`src/design/phfc_pkg.sv`:
```
package phfc_pkg;

    localparam int unsigned CFG_IDX_W  = 2;
    localparam int unsigned CFG_DATA_W = 24;
    localparam int unsigned SCAN_W     = 16;
    localparam int unsigned BLINK_W    = 16;
    localparam int unsigned DETECT_W   = 24;

    localparam logic [CFG_IDX_W-1:0] REG_PIN_LOW_OK    = 2'd0;
    localparam logic [CFG_IDX_W-1:0] REG_SCAN_INTERVAL = 2'd1;
    localparam logic [CFG_IDX_W-1:0] REG_BLINK_INTERVAL = 2'd2;
    localparam logic [CFG_IDX_W-1:0] REG_EMPTY_DETECT  = 2'd3;

    localparam logic                  PIN_LOW_OK_RST     = 1'b1;
    localparam logic [SCAN_W-1:0]     SCAN_INTERVAL_RST  = 16'd100;
    localparam logic [BLINK_W-1:0]    BLINK_INTERVAL_RST = 16'd500;
    localparam logic [DETECT_W-1:0]   EMPTY_DETECT_RST   = 24'd300000;

    typedef struct packed {
        logic                pin_low_ok;
        logic [SCAN_W-1:0]   scan_interval_ticks;
        logic [BLINK_W-1:0]  blink_interval_ticks;
        logic [DETECT_W-1:0] empty_detect_ticks;
    } cfg_t;

    typedef struct packed {
        logic pump_drive;
        logic heater_drive;
        logic led_drive;
        logic supply_empty;
        logic level_ok;
    } result_t;

endpackage

```
`src/design/phfc_cfg.sv`:
```
module phfc_cfg
(
    input  logic                                clk,
    input  logic                                rst_n,
    input  logic                                cfg_write,
    input  logic [phfc_pkg::CFG_IDX_W-1:0]      cfg_index,
    input  logic [phfc_pkg::CFG_DATA_W-1:0]     cfg_data,
    output phfc_pkg::cfg_t                      cfg
);

    phfc_pkg::cfg_t cfg_reg;
    phfc_pkg::cfg_t cfg_next;

    always_comb
    begin
        cfg_next = cfg_reg;
        if (cfg_write)
        begin
            case (cfg_index)
                phfc_pkg::REG_PIN_LOW_OK:
                    cfg_next.pin_low_ok = cfg_data[0];
                phfc_pkg::REG_SCAN_INTERVAL:
                    cfg_next.scan_interval_ticks = cfg_data[phfc_pkg::SCAN_W-1:0];
                phfc_pkg::REG_BLINK_INTERVAL:
                    cfg_next.blink_interval_ticks = cfg_data[phfc_pkg::BLINK_W-1:0];
                phfc_pkg::REG_EMPTY_DETECT:
                    cfg_next.empty_detect_ticks = cfg_data[phfc_pkg::DETECT_W-1:0];
                default:
                    cfg_next = cfg_reg;
            endcase
        end
    end

    always_ff @(posedge clk or negedge rst_n)
    begin
        if (!rst_n)
        begin
            cfg_reg.pin_low_ok           <= phfc_pkg::PIN_LOW_OK_RST;
            cfg_reg.scan_interval_ticks  <= phfc_pkg::SCAN_INTERVAL_RST;
            cfg_reg.blink_interval_ticks <= phfc_pkg::BLINK_INTERVAL_RST;
            cfg_reg.empty_detect_ticks   <= phfc_pkg::EMPTY_DETECT_RST;
        end
        else
        begin
            cfg_reg <= cfg_next;
        end
    end

    assign cfg = cfg_reg;

endmodule

```
`src/design/phfc_core.sv`:
```
module phfc_core
(
    input  logic                clk,
    input  logic                rst_n,
    input  logic                step,
    input  logic                level_pin,
    input  phfc_pkg::cfg_t      cfg,
    output phfc_pkg::result_t   result
);

    localparam logic [phfc_pkg::SCAN_W-1:0]   SCAN_MAX   = '1;
    localparam logic [phfc_pkg::BLINK_W-1:0]  BLINK_MAX  = '1;
    localparam logic [phfc_pkg::DETECT_W-1:0] DETECT_MAX = '1;

    logic                            pump_reg, pump_next;
    logic                            heater_reg, heater_next;
    logic                            fault_reg, fault_next;
    logic                            running_reg, running_next;
    logic [phfc_pkg::DETECT_W-1:0]   timeout_reg, timeout_next;
    logic [phfc_pkg::SCAN_W-1:0]     scan_reg, scan_next;
    logic [phfc_pkg::BLINK_W-1:0]    blink_reg, blink_next;
    logic                            led_reg, led_next;
    logic                            blink_en_reg, blink_en_next;
    logic                            level_ok_reg, level_ok_next;

    logic                            level_good;
    logic [phfc_pkg::SCAN_W-1:0]     scan_inc;
    logic [phfc_pkg::BLINK_W-1:0]    blink_inc;
    logic [phfc_pkg::DETECT_W-1:0]   timeout_inc;

    always_comb
    begin
        level_good = cfg.pin_low_ok ? !level_pin : level_pin;
        scan_inc = (scan_reg == SCAN_MAX) ? SCAN_MAX : scan_reg + 1'b1;
        blink_inc = (blink_reg == BLINK_MAX) ? BLINK_MAX : blink_reg + 1'b1;
        if (running_reg && (timeout_reg != DETECT_MAX))
        begin
            timeout_inc = timeout_reg + 1'b1;
        end
        else
        begin
            timeout_inc = timeout_reg;
        end

        pump_next     = pump_reg;
        heater_next   = heater_reg;
        fault_next    = fault_reg;
        running_next  = running_reg;
        timeout_next  = timeout_inc;
        scan_next     = scan_inc;
        blink_next    = blink_inc;
        led_next      = led_reg;
        blink_en_next = blink_en_reg;
        level_ok_next = level_ok_reg;

        if (scan_inc >= cfg.scan_interval_ticks)
        begin
            scan_next = '0;
            level_ok_next = level_good;
            if (pump_reg && !level_good)
            begin
                if (!running_reg)
                begin
                    running_next = 1'b1;
                    timeout_next = '0;
                end
            end
            else if (level_good)
            begin
                running_next = 1'b0;
                fault_next = 1'b0;
            end
            else
            begin
                running_next = 1'b0;
            end

            if (running_next && (timeout_next > cfg.empty_detect_ticks))
            begin
                fault_next = 1'b1;
                running_next = 1'b0;
            end

            if (fault_next)
            begin
                pump_next = 1'b0;
                heater_next = 1'b0;
                blink_en_next = 1'b1;
            end
            else if (level_good)
            begin
                pump_next = 1'b0;
                heater_next = 1'b1;
                blink_en_next = 1'b0;
            end
            else
            begin
                pump_next = 1'b1;
                heater_next = 1'b0;
                blink_en_next = 1'b0;
            end
        end

        if (blink_en_next)
        begin
            if (blink_inc >= cfg.blink_interval_ticks)
            begin
                blink_next = '0;
                led_next = !led_reg;
            end
        end
        else
        begin
            led_next = 1'b0;
        end
    end

    always_ff @(posedge clk or negedge rst_n)
    begin
        if (!rst_n)
        begin
            pump_reg     <= 1'b0;
            heater_reg   <= 1'b0;
            fault_reg    <= 1'b0;
            running_reg  <= 1'b0;
            timeout_reg  <= '0;
            scan_reg     <= '0;
            blink_reg    <= '0;
            led_reg      <= 1'b0;
            blink_en_reg <= 1'b0;
            level_ok_reg <= 1'b0;
        end
        else if (step)
        begin
            pump_reg     <= pump_next;
            heater_reg   <= heater_next;
            fault_reg    <= fault_next;
            running_reg  <= running_next;
            timeout_reg  <= timeout_next;
            scan_reg     <= scan_next;
            blink_reg    <= blink_next;
            led_reg      <= led_next;
            blink_en_reg <= blink_en_next;
            level_ok_reg <= level_ok_next;
        end
    end

    assign result.pump_drive   = pump_next;
    assign result.heater_drive = heater_next;
    assign result.led_drive    = led_next;
    assign result.supply_empty = fault_next;
    assign result.level_ok     = level_ok_next;

endmodule

```
`src/design/pump_heater_fill_controller.sv`:
```
// Fill pump and heater controller with empty-supply detection.
// Each request on the input channel (in_valid, in_stall, level_pin) is one
// millisecond tick carrying the raw level-switch pin. Each tick produces
// exactly one request on the output channel (out_valid, out_stall) with the
// pump, heater and LED drives, the latched supply-empty fault and the level
// result of the most recent scan.
// A tick passes through an input register and then one combinational update
// of the controller state into the result register, which presents its
// result on the output channel. One tick is accepted every cycle while the
// receiver does not hold out_stall.
// When the receiver holds out_stall, the result register keeps its request,
// one more tick may wait in the input register, and then in_stall rises
// until the result is taken.
// Configuration registers are written through cfg_write, cfg_index and
// cfg_data, by the user only while no tick is in flight; it is not enforced.
// Reset clears all controller state and counters, loads the default
// configuration and leaves both channels empty.
module pump_heater_fill_controller
(
    input  logic                                clk,
    input  logic                                rst_n,
    input  logic                                cfg_write,
    input  logic [phfc_pkg::CFG_IDX_W-1:0]      cfg_index,
    input  logic [phfc_pkg::CFG_DATA_W-1:0]     cfg_data,
    input  logic                                in_valid,
    output logic                                in_stall,
    input  logic                                level_pin,
    output logic                                out_valid,
    input  logic                                out_stall,
    output logic                                pump_drive,
    output logic                                heater_drive,
    output logic                                led_drive,
    output logic                                supply_empty,
    output logic                                level_ok
);

    phfc_pkg::cfg_t     cfg;
    phfc_pkg::result_t  result;
    phfc_pkg::result_t  result_reg;

    logic in_valid_reg, in_valid_next;
    logic pin_reg;
    logic out_valid_reg, out_valid_next;
    logic advance;
    logic accept;

    phfc_cfg u_cfg
    (
        .clk       (clk),
        .rst_n     (rst_n),
        .cfg_write (cfg_write),
        .cfg_index (cfg_index),
        .cfg_data  (cfg_data),
        .cfg       (cfg)
    );

    phfc_core u_core
    (
        .clk       (clk),
        .rst_n     (rst_n),
        .step      (advance),
        .level_pin (pin_reg),
        .cfg       (cfg),
        .result    (result)
    );

    always_comb
    begin
        advance = in_valid_reg && (!out_valid_reg || !out_stall);
        in_stall = in_valid_reg && !advance;
        accept = in_valid && !in_stall;

        if (accept)
        begin
            in_valid_next = 1'b1;
        end
        else if (advance)
        begin
            in_valid_next = 1'b0;
        end
        else
        begin
            in_valid_next = in_valid_reg;
        end

        if (advance)
        begin
            out_valid_next = 1'b1;
        end
        else if (!out_stall)
        begin
            out_valid_next = 1'b0;
        end
        else
        begin
            out_valid_next = out_valid_reg;
        end
    end

    always_ff @(posedge clk or negedge rst_n)
    begin
        if (!rst_n)
        begin
            in_valid_reg  <= 1'b0;
            out_valid_reg <= 1'b0;
        end
        else
        begin
            in_valid_reg  <= in_valid_next;
            out_valid_reg <= out_valid_next;
        end
    end

    always_ff @(posedge clk)
    begin
        if (accept)
        begin
            pin_reg <= level_pin;
        end
        if (advance)
        begin
            result_reg <= result;
        end
    end

    assign out_valid    = out_valid_reg;
    assign pump_drive   = result_reg.pump_drive;
    assign heater_drive = result_reg.heater_drive;
    assign led_drive    = result_reg.led_drive;
    assign supply_empty = result_reg.supply_empty;
    assign level_ok     = result_reg.level_ok;

endmodule
```
`config.mk`:
```
export PLATFORM = sky130hd
export DESIGN_NAME = pump_heater_fill_controller
export DESIGN_NICKNAME = d
export VERILOG_FILES = /design/src/design/phfc_pkg.sv /design/src/design/phfc_cfg.sv /design/src/design/phfc_core.sv /design/src/design/pump_heater_fill_controller.sv
export SDC_FILE = /design/constraint.sdc
export NUM_CORES = 1
export LEC_CHECK = 0
export BUFFER_PORTS_ARGS = -buffer_cell sky130_fd_sc_hd__buf_4
export CORE_UTILIZATION = 67
export CTS_CLUSTER_DIAMETER = 120
export DETAILED_ROUTE_END_ITERATION = 12
export GPL_ROUTABILITY_DRIVEN = 0
export GPL_TIMING_DRIVEN = 0
export PLACE_DENSITY = 0.9
export SYNTH_ARGS = -nofsm -noshare
export SYNTH_HDL_FRONTEND = slang
export SYNTH_SLANG_ARGS = --single-unit
```
`constraint.sdc`:
```
create_clock -name clk -period 6.25 [get_ports clk]
set_input_delay 1.875 -clock clk [delete_from_list [all_inputs] [get_ports clk]]
set_output_delay 1.875 -clock clk [all_outputs]
set_load 0.03 [all_outputs]
```
==> results <==
- The summed instance area of the synthesized netlist is 0.00806 mm2.
- VDD sags by at most 0.335 mV.
- The clock latency on the worst-skew pair is between 400 and 500 ps.
- After routing, the total negative slack on setup checks comes to 0 ps.
- Each instance of the synthesized netlist takes up on average 9.39 um2.
- The HPWL reported at the end of detailed placement is 14400 um.
- After detailed routing, the number of remaining DRC violations is 0.
- TritonCTS built the clock tree.
- The class of the most critical hold timing path is reg -> reg.
- The count of nets left with antenna violations once routing finished came out at 0.
- In this run the tightest slew margin relative to its limit is 0.212.
- The count of distinct cell types in the synthesized netlist is 64.
- The via count of the first global-routing pass is a little over 7000.
- In the post-route analysis, the smallest setup slack over all paths is just under 1000 ps.
- The total congestion overflow is 0.
- The part of the Yosys area used for sequential elements is 0.404.
- Of the total power, the clock network draws 0.349.
- The total count of max-transition violations in the final report is 0.
- The number of antenna violations at the first check in global routing is 0.
- Entering global routing, the biggest net connects 86 pins.
- The type of element launching the critical path is a flip-flop.
- During synthesis, Yosys emitted a total of 0 warnings.
- Using the TritonRoute via totals, the vias-per-cell ratio works out to around 6.7.
- Before CTS, the worst setup slack after placement is about 1300 ps.
- The cell count after synthesis came out at between 800 and 900.
- The number of fill cells in the layout is 640.
- In this run the cell area measured after placement is about 0.0086 mm2.
- The largest clock skew in the final design is approximately 13 ps.
- The number of input and output port buffers inserted is 38.
- In this run the core area contains 39 standard-cell rows.
- The predominant post-synthesis flop cell is sky130_fd_sc_hd__dfrtp_1.
- Power spread over the standard cell area amounts to about 320 mW/mm2.
- The ratio of cells with drive above 1 in the final layout is 0.186.
- The number of flip-flops in the largest register is 57.
- Setup repair after global routing left no endpoint under its margin.
- The number of nets produced by synthesis is approximately 950.
- The clock edge transition at the registers on the reported setup and hold paths is roughly 60 ps.
- The number of ports placed on the die boundary is 39.
- The beginning of the worst hold path is u_core.level_ok_reg$_DFFE_PN0P_.
- The core region is between 0.01 and 0.015 mm2.
- Leaving out fill and tap cells, the most frequent cell in the layout is sky130_fd_sc_hd__dfrtp_1.
- The arrival time reported for the critical path endpoint is roughly 5600 ps.
- The worst-path maximum fanout is 10.
- The fraction of registers with async set/reset is 0.953.
- The post-synthesis sequential element count is 128.
- The tree built by TritonCTS fans out to roughly 130 sinks.
- The die is roughly 110 um wide.
- The worst hold path terminates at u_core.level_ok_reg$_DFFE_PN0P_.
- The worst reg2reg path depth is 18.
- The repair_antennas step left the layout with diodes totalling 0.
- The hold-critical path depth is 1.
- The post-cts repair resize count is 0.
- Summing internal, switching and leakage power gives 0.00292 W.
- Of the total power, the share spent switching nets is 0.334.
- In the layout the commonest cells are sky130_fd_sc_hd__dfrtp_1 (104), sky130_fd_sc_hd__a21oi_1 (73), sky130_fd_sc_hd__inv_1 (72).
- In this run the static leakage power is roughly 4.2 nW.
- Of the total power, combinational logic draws 0.269.
- The number of levels in the clock H-tree is 4.
- The internal power of the cells is between 0.0015 and 0.002 W.
- The layout overhead on the synthesized area is 13.5%.
- Yosys mapped a number of flops with a built-in enable equal to 6.
- The timing-limited maximum frequency is about 190 MHz.
- The number of setup buffers added after CTS is 0.
- The longest clock path from root to sink contains 2 buffers.
- The length of the first detailed-routing pass in iterations is 6.
- At the pin with the least slew margin, the transition time is roughly 1200 ps.
- The final routed wirelength across all metal layers is ~23000 um.
- The die outline height is around 110 um.
- The die covers about 0.012 mm2.
- For the worst setup path, the data required time is ~6500 ps.
- The overall routing resource usage is 0.382.
- The final hold violation count is 0.
- The number of buffers created by CTS is 17.
- The final count of negative-setup-slack endpoints is 0.
- After the last flow step, the layout net total stands at roughly 1000.
- The net switching power figure is just under 0.001 W.
- The wire length of the first global-routing pass is 36300 um.
- The detailed router finished its first iteration with slightly below 800 violations.
- The clock root buffer is sky130_fd_sc_hd__clkbuf_16.
- In the finished design, the share of the clock period the worst path needs comes to 0.845.
- The sequential share of power is 0.382.
- The worst setup path is of the reg -> reg kind.
- The initial core utilization is 0.697.
- Across the run, the number of max-cap violations was 0.
- The startpoint identified for the worst register-to-register timing path is u_core.scan_reg[0]$_DFFE_PN0P_.
- For this design, the CTS-stage hold fixing added 0 buffers.
- The reg2reg setup slack is between 900 and 1000 ps.
- After routing the design area is 0.00915 mm2.
- The endpoint of the worst-slack reg-to-reg timing path is u_core.blink_reg[14]$_DFFE_PN0P_.
- STA classifies the critical path endpoint as a flip-flop.
- The number of vias after detailed routing is ~7200.
- The final critical-path required period is between 5000 and 6000 ps.
- The run finished with clean final reports.
- The average routed wire per standard cell is approximately 21 um.
critical path, cell delays in order, from the launching register on:
cell,delay (ps)
sky130_fd_sc_hd__dfrtp_1,450
sky130_fd_sc_hd__ha_1,280
sky130_fd_sc_hd__and3_1,250
sky130_fd_sc_hd__nand3_1,200
sky130_fd_sc_hd__nor2_2,140
sky130_fd_sc_hd__nand3b_1,190
sky130_fd_sc_hd__clkbuf_1,360
sky130_fd_sc_hd__buf_1,430
sky130_fd_sc_hd__nand2_1,120
sky130_fd_sc_hd__ha_1,320
sky130_fd_sc_hd__a211o_1,130
sky130_fd_sc_hd__o211ai_1,110
sky130_fd_sc_hd__a31oi_1,220
sky130_fd_sc_hd__a311o_1,220
sky130_fd_sc_hd__clkbuf_1,610
sky130_fd_sc_hd__o31ai_4,210
sky130_fd_sc_hd__a211oi_4,550
sky130_fd_sc_hd__buf_4,280
sky130_fd_sc_hd__a311oi_1,60
area by class of cell:
type | count | area, um2 | share of cell area
multi-input combinational | 621 | 4380 | 0.478
clock inverter | 15 | 169 | 0.0185
inverter | 73 | 274 | 0.0300
clock buffer | 17 | 425 | 0.0465
timing repair buffer | 39 | 317 | 0.0346
sequential | 128 | 3260 | 0.356
buffer | 36 | 150 | 0.0164
tap | 143 | 179 | 0.0196
layer usage:
metal  part of all wire  routed length, um  vias up  track usage
li1                   -                  -     3179            -
met4              0.059               1340        0        0.231
met1               0.37               8390     3427        0.452
met3               0.10               2310      129        0.112
met5                  0                  0        -            0
met2               0.47              10600      453        0.618
Yosys cell counts (18+ instances only):
| library cell | n | share of area |
|---|---|---|
| sky130_fd_sc_hd__dfrtp_1 | 104 | 0.32 |
| sky130_fd_sc_hd__a21oi_1 | 73 | 0.045 |
| sky130_fd_sc_hd__inv_1 | 72 | 0.034 |
| sky130_fd_sc_hd__nand2_1 | 71 | 0.033 |
| sky130_fd_sc_hd__ha_1 | 59 | 0.092 |
| sky130_fd_sc_hd__mux2_2 | 59 | 0.082 |
| sky130_fd_sc_hd__nor2_1 | 59 | 0.027 |
| sky130_fd_sc_hd__o21ai_0 | 39 | 0.024 |
| sky130_fd_sc_hd__xnor2_1 | 32 | 0.035 |
| sky130_fd_sc_hd__clkbuf_1 | 26 | 0.012 |
| sky130_fd_sc_hd__nand3_1 | 26 | 0.016 |
| sky130_fd_sc_hd__a31oi_1 | 20 | 0.016 |
| sky130_fd_sc_hd__nand4_1 | 19 | 0.015 |
| sky130_fd_sc_hd__dfstp_2 | 18 | 0.059 |
metrics by stage:
stage,util,cells,hold slack [ps]
4_1_cts,0.791,1072,504
2_1_floorplan,-,858,457
3_5_place_dp,0.739,1040,491
3_3_place_gp,0.737,1039,480
6_report,0.791,1072,500
5_1_grt,0.791,1072,511
cells by family (layout without fill, tap and decap cells):
kind of cell	count (synthesis)	in the layout	synth area share
and+or+nand+nor	262	262	0.166
AOI/OAI and AO/OA	196	196	0.154
DFF	128	128	0.404
adders and majority gates	59	59	0.0916
muxes	62	62	0.0862
buffers and inverters	109	180	0.0527
xor gates and xnor gates	42	42	0.0457
power groups by stage:
| stage | sequential [W] | clock [W] | combinational, W |
|---|---|---|---|
| after floorplan | 0.00109 | 0 | 0.000526 |
| after global placement | 0.00110 | 0 | 0.000681 |
| after detailed placement | 0.00111 | 0 | 0.000719 |
| after CTS | 0.00111 | 0.00101 | 0.000766 |
| after global routing | 0.00113 | 0.00105 | 0.000863 |
| final | 0.00111 | 0.00102 | 0.000785 |
worst max path at each step:
stage,startpoint,to,slack [ps]
after floorplan,u_core.timeout_reg[0]$_DFFE_PN0P_,u_core.blink_reg[14]$_DFFE_PN0P_,2160
after global placement,u_core.scan_reg[0]$_DFFE_PN0P_,u_core.blink_reg[14]$_DFFE_PN0P_,1350
after detailed placement,u_core.scan_reg[0]$_DFFE_PN0P_,u_core.blink_reg[14]$_DFFE_PN0P_,1290
after CTS,u_core.timeout_reg[0]$_DFFE_PN0P_,u_core.blink_reg[14]$_DFFE_PN0P_,1110
after global routing,u_core.timeout_reg[0]$_DFFE_PN0P_,u_core.blink_reg[14]$_DFFE_PN0P_,770
final,u_core.scan_reg[0]$_DFFE_PN0P_,u_core.blink_reg[14]$_DFFE_PN0P_,970
Power figures use the tool's default switching activity.
